File: src/hw/rtl/soa_ram.sv
// Generic single-port RAM with registered read.
`default_nettype none
module soa_ram #(
  parameter int WIDTH = 8,
  parameter int DEPTH = 16
) (
  input  wire logic                     clk,
  input  wire logic                     we,
  input  wire logic [$clog2(DEPTH)-1:0] addr,
  input  wire logic [WIDTH-1:0]         wdata,
  output logic      [WIDTH-1:0]         rdata
);
  logic [WIDTH-1:0] mem [DEPTH];
  always_ff @(posedge clk) begin
    if (we) begin
      mem[addr] <= wdata;
    end
    rdata <= mem[addr];
  end
endmodule
`default_nettype wire

File: config.mk
export PLATFORM = sky130hd
export DESIGN_NAME = soa_ram
export DESIGN_NICKNAME = d
export VERILOG_FILES = /design/src/hw/rtl/soa_ram.sv
export SDC_FILE = /design/constraint.sdc
export NUM_CORES = 1
export LEC_CHECK = 0
export BUFFER_PORTS_ARGS = -buffer_cell sky130_fd_sc_hd__buf_2
export CORE_AREA = 4 4 124 79
export DETAILED_ROUTE_END_ITERATION = 6
export DIE_AREA = 0 0 128 83
export PLACE_DENSITY = 0.76
export SLEW_MARGIN = 20
export SYNTH_ARGS = -nofsm -noshare
export SYNTH_HDL_FRONTEND = slang
export SYNTH_SLANG_ARGS = --single-unit
File: constraint.sdc
create_clock -name clk -period 2.4 [get_ports clk]
set_input_delay 0 -clock clk [delete_from_list [all_inputs] [get_ports clk]]
set_output_delay 0 -clock clk [all_outputs]
set_load 0.02 [all_outputs]
==> reports/metrics.yaml <==
routing:
  vias_per_cell: 6.06
  finalWirelength_mm: 10.2
  dr.pass1.iters: 5
  dr.first_iter.drc_count: 281
  routed-via-count: 2519
  count_of_antenna_violating_nets_left_after_detailed_routing: 0
  routedWlPerCell_um: 24.5
  drcViolationCount: 0
cts:
  tritoncts_clock_tree: "yes"
  clkSlewWorstSetupHoldPaths_ns: 0.06
  cts_root_buffer: "clkbuf_16"
  htreeDepth: 4
  cts_num_sinks: 136
  cts_hold_repair.buffers: 7
  cts.path.max_buffers: 2
  cts_setup_buffers: 0
  cts_made_buffers: 17
  cts-resized-gates: 0
  clk_latency_ns: 0.41
placed_design:
  dpl.hpwl_mm: 6.19
  gp_routability_congestion: 0.787
  placed_cell_area_mm2: 0.00542
  port_buffers: 21
synth:
  syn-cell-area_mm2: 0.00507
  synth_cells: 230
  yosysUniqueCellTypes: 18
  synth_top_area_share: 0.759
  synth_ff_type: "edfxtp_1"
  synth.top_cells.by_area: "edfxtp_1 76%, mux4_2 14%, dfxtp_1 3.2%"
  seq_area_frac_synth: 0.790
  largest_area_contributor_in_the_netlist: "edfxtp_1"
  synth_enable_flop_cells: 128
  yosysWarnings: 0
  synth_nets: 244
  synth_common_cells: "128 x edfxtp_1, 32 x mux4_2, 16 x a22oi_1"
  synth_most_common_cell: "edfxtp_1"
  flops_latches_synth: 136
  syn_avg_cell_area_um2: 22.0
  fraction_of_registers_with_async_set_reset: 0
finish:
  area_growth_syn_to_layout_pct: 19.8
  layout.nets: 301
  final_design_area_no_fill_mm2: 0.00607
  antennaDiodeCount: 0
  drive_gt1_frac: 0.347
hold_path:
  hold_path_class: "primary input to flip-flop"
  worstHoldStart: "wdata[2]"
  hold_path_end: "mem[14][2]"
  min_delay_path_depth: 1
grt:
  groute.layer.met2.usage: 0.276
  grt_first_pass_wirelength_mm: 15.8
  grt_most_used_layer: "met1"
  grtUsageMet1: 0.344
  groute.layer.met3.usage: 0.0656
  grt_remaining_overflow: 0
  global_route.usage.total: 0.212
  antenna_found_initial: 0
  first_global_vias: 2581
  pin_count_of_the_biggest_net_entering_global_routing: 29
critical_path:
  worst_setup_path_start_kind: "primary input"
  timing.critical_path.fanout_max: 26
  r2r_end: "rdata[7]"
  r2r_start: "mem[4][7]"
  r2r.worst_path.cells: 3
  r2r_setup_slack_ns: 1.00
  endpoint_kind: "flip-flop"
  worst-endpoint-arrival_ns: 1.81
  worst-endpoint-required_ns: 2.68
  worst-setup-path-type: "primary input to flip-flop"
pwr:
  leakage_nw: 2.04
  cellPowerDensity_mw_per_mm2: 903
  ir_worst_vdd_v: 0.000514
die:
  dieWidth_um: 128
  die_h_um: 83
  initial_utilization: 0.577
  placement_rows: 27
  die-area_mm2: 0.0106
  placeableCoreArea_mm2: 0.00878
  io_pins: 22
timing:
  finalHoldViolCount: 0
  setup_repair_after_global_routing_missed_its_margin: "false"
  period_share: 0.635
  setup_viol: 0
  timing.slew.headroom: 0.430
  timing.final.max_slew_violations: 0
  worstMarginPinSlew_ns: 0.848
  skew_ns: 0.00754
  fmax_mhz: 656
  finalCriticalPeriod_ns: 1.52
  setup-tns-final_ns: 0
run:
  cap_viol_max_count: 0
outcome:
  result_of_the_run: "completed"
[state kept, by name (all words and copies together), names as in the netlist]
signal and cells:
rdata 8, mem 128
[how the worst max path moves through the flow]
stage / depth (start not counted) / start / endpoint
final: 5 / addr[0] / rdata[4]
after global routing: 4 / addr[0] / mem[3][3]
after CTS: 5 / addr[0] / rdata[4]
after detailed placement: 5 / addr[0] / rdata[4]
after global placement: 5 / addr[0] / rdata[4]
after floorplan: 2 / addr[2] / mem[0][0]
[cell families after synthesis]
logic type             Yosys count  synth area share
AO/OA/AOI/OAI                   16            0.0237
multiplexers                    32             0.142
AND/OR/NAND/NOR                 35            0.0321
buffers and inverters           11            0.0119
flip-flops                     136             0.790
[metal layers]
layer / wire [µm] / vias to the layer above
met5: 0 / -
met4: 130 / 0
met3: 811 / 10
met2: 4520 / 111
met1: 4740 / 1325
li1: - / 1073
[placed cells by master (no fill, tap or decap), types with 7 or more instances in the layout]
master           n
dfxtp_1          8
mux4_2          32
dlygate4sd3_1    7
buf_2           21
nand2_1          9
a22oi_1         16
edfxtp_1       128
buf_4           21
nor2_1          13
clkbuf_16       17
[critical path, cell delays in order]
cell	delay [ns]
buf_2	0.62
buf_4	0.29
mux4_2	0.52
a22oi_1	0.28
nand2_1	0.09
[cell type report]
type / instances / area [µm²]
flip-flops and latches: 136 / 4000
fillers: 550 / 2710
multi-input cells: 83 / 1000
clock buffers: 21 / 460
repair buffers: 49 / 333
well taps: 116 / 145
clock inverters: 11 / 124
[where the power goes]
| part | internal, mW | switching, mW |
|---|---|---|
| registers | 2.66 | 0.0156 |
| clock network | 1.58 | 0.949 |
| logic | 0.112 | 0.163 |
[through the flow]
stage | hold slack, ns | worst slack (ns) | total power [mW] | instances | utilization
after floorplan | 0.0989 | 0.907 | 2.87 | 230 | -
after global placement | 0.395 | 0.406 | 2.98 | 377 | 0.617
after detailed placement | 0.412 | 0.413 | 2.98 | 377 | 0.617
after CTS | 0.00340 | 0.856 | 5.51 | 416 | 0.691
after global routing | 0.0144 | 0.767 | 5.68 | 416 | 0.691
final | 0.0185 | 0.875 | 5.48 | 416 | 0.691
Power figures use the tool's default switching activity.
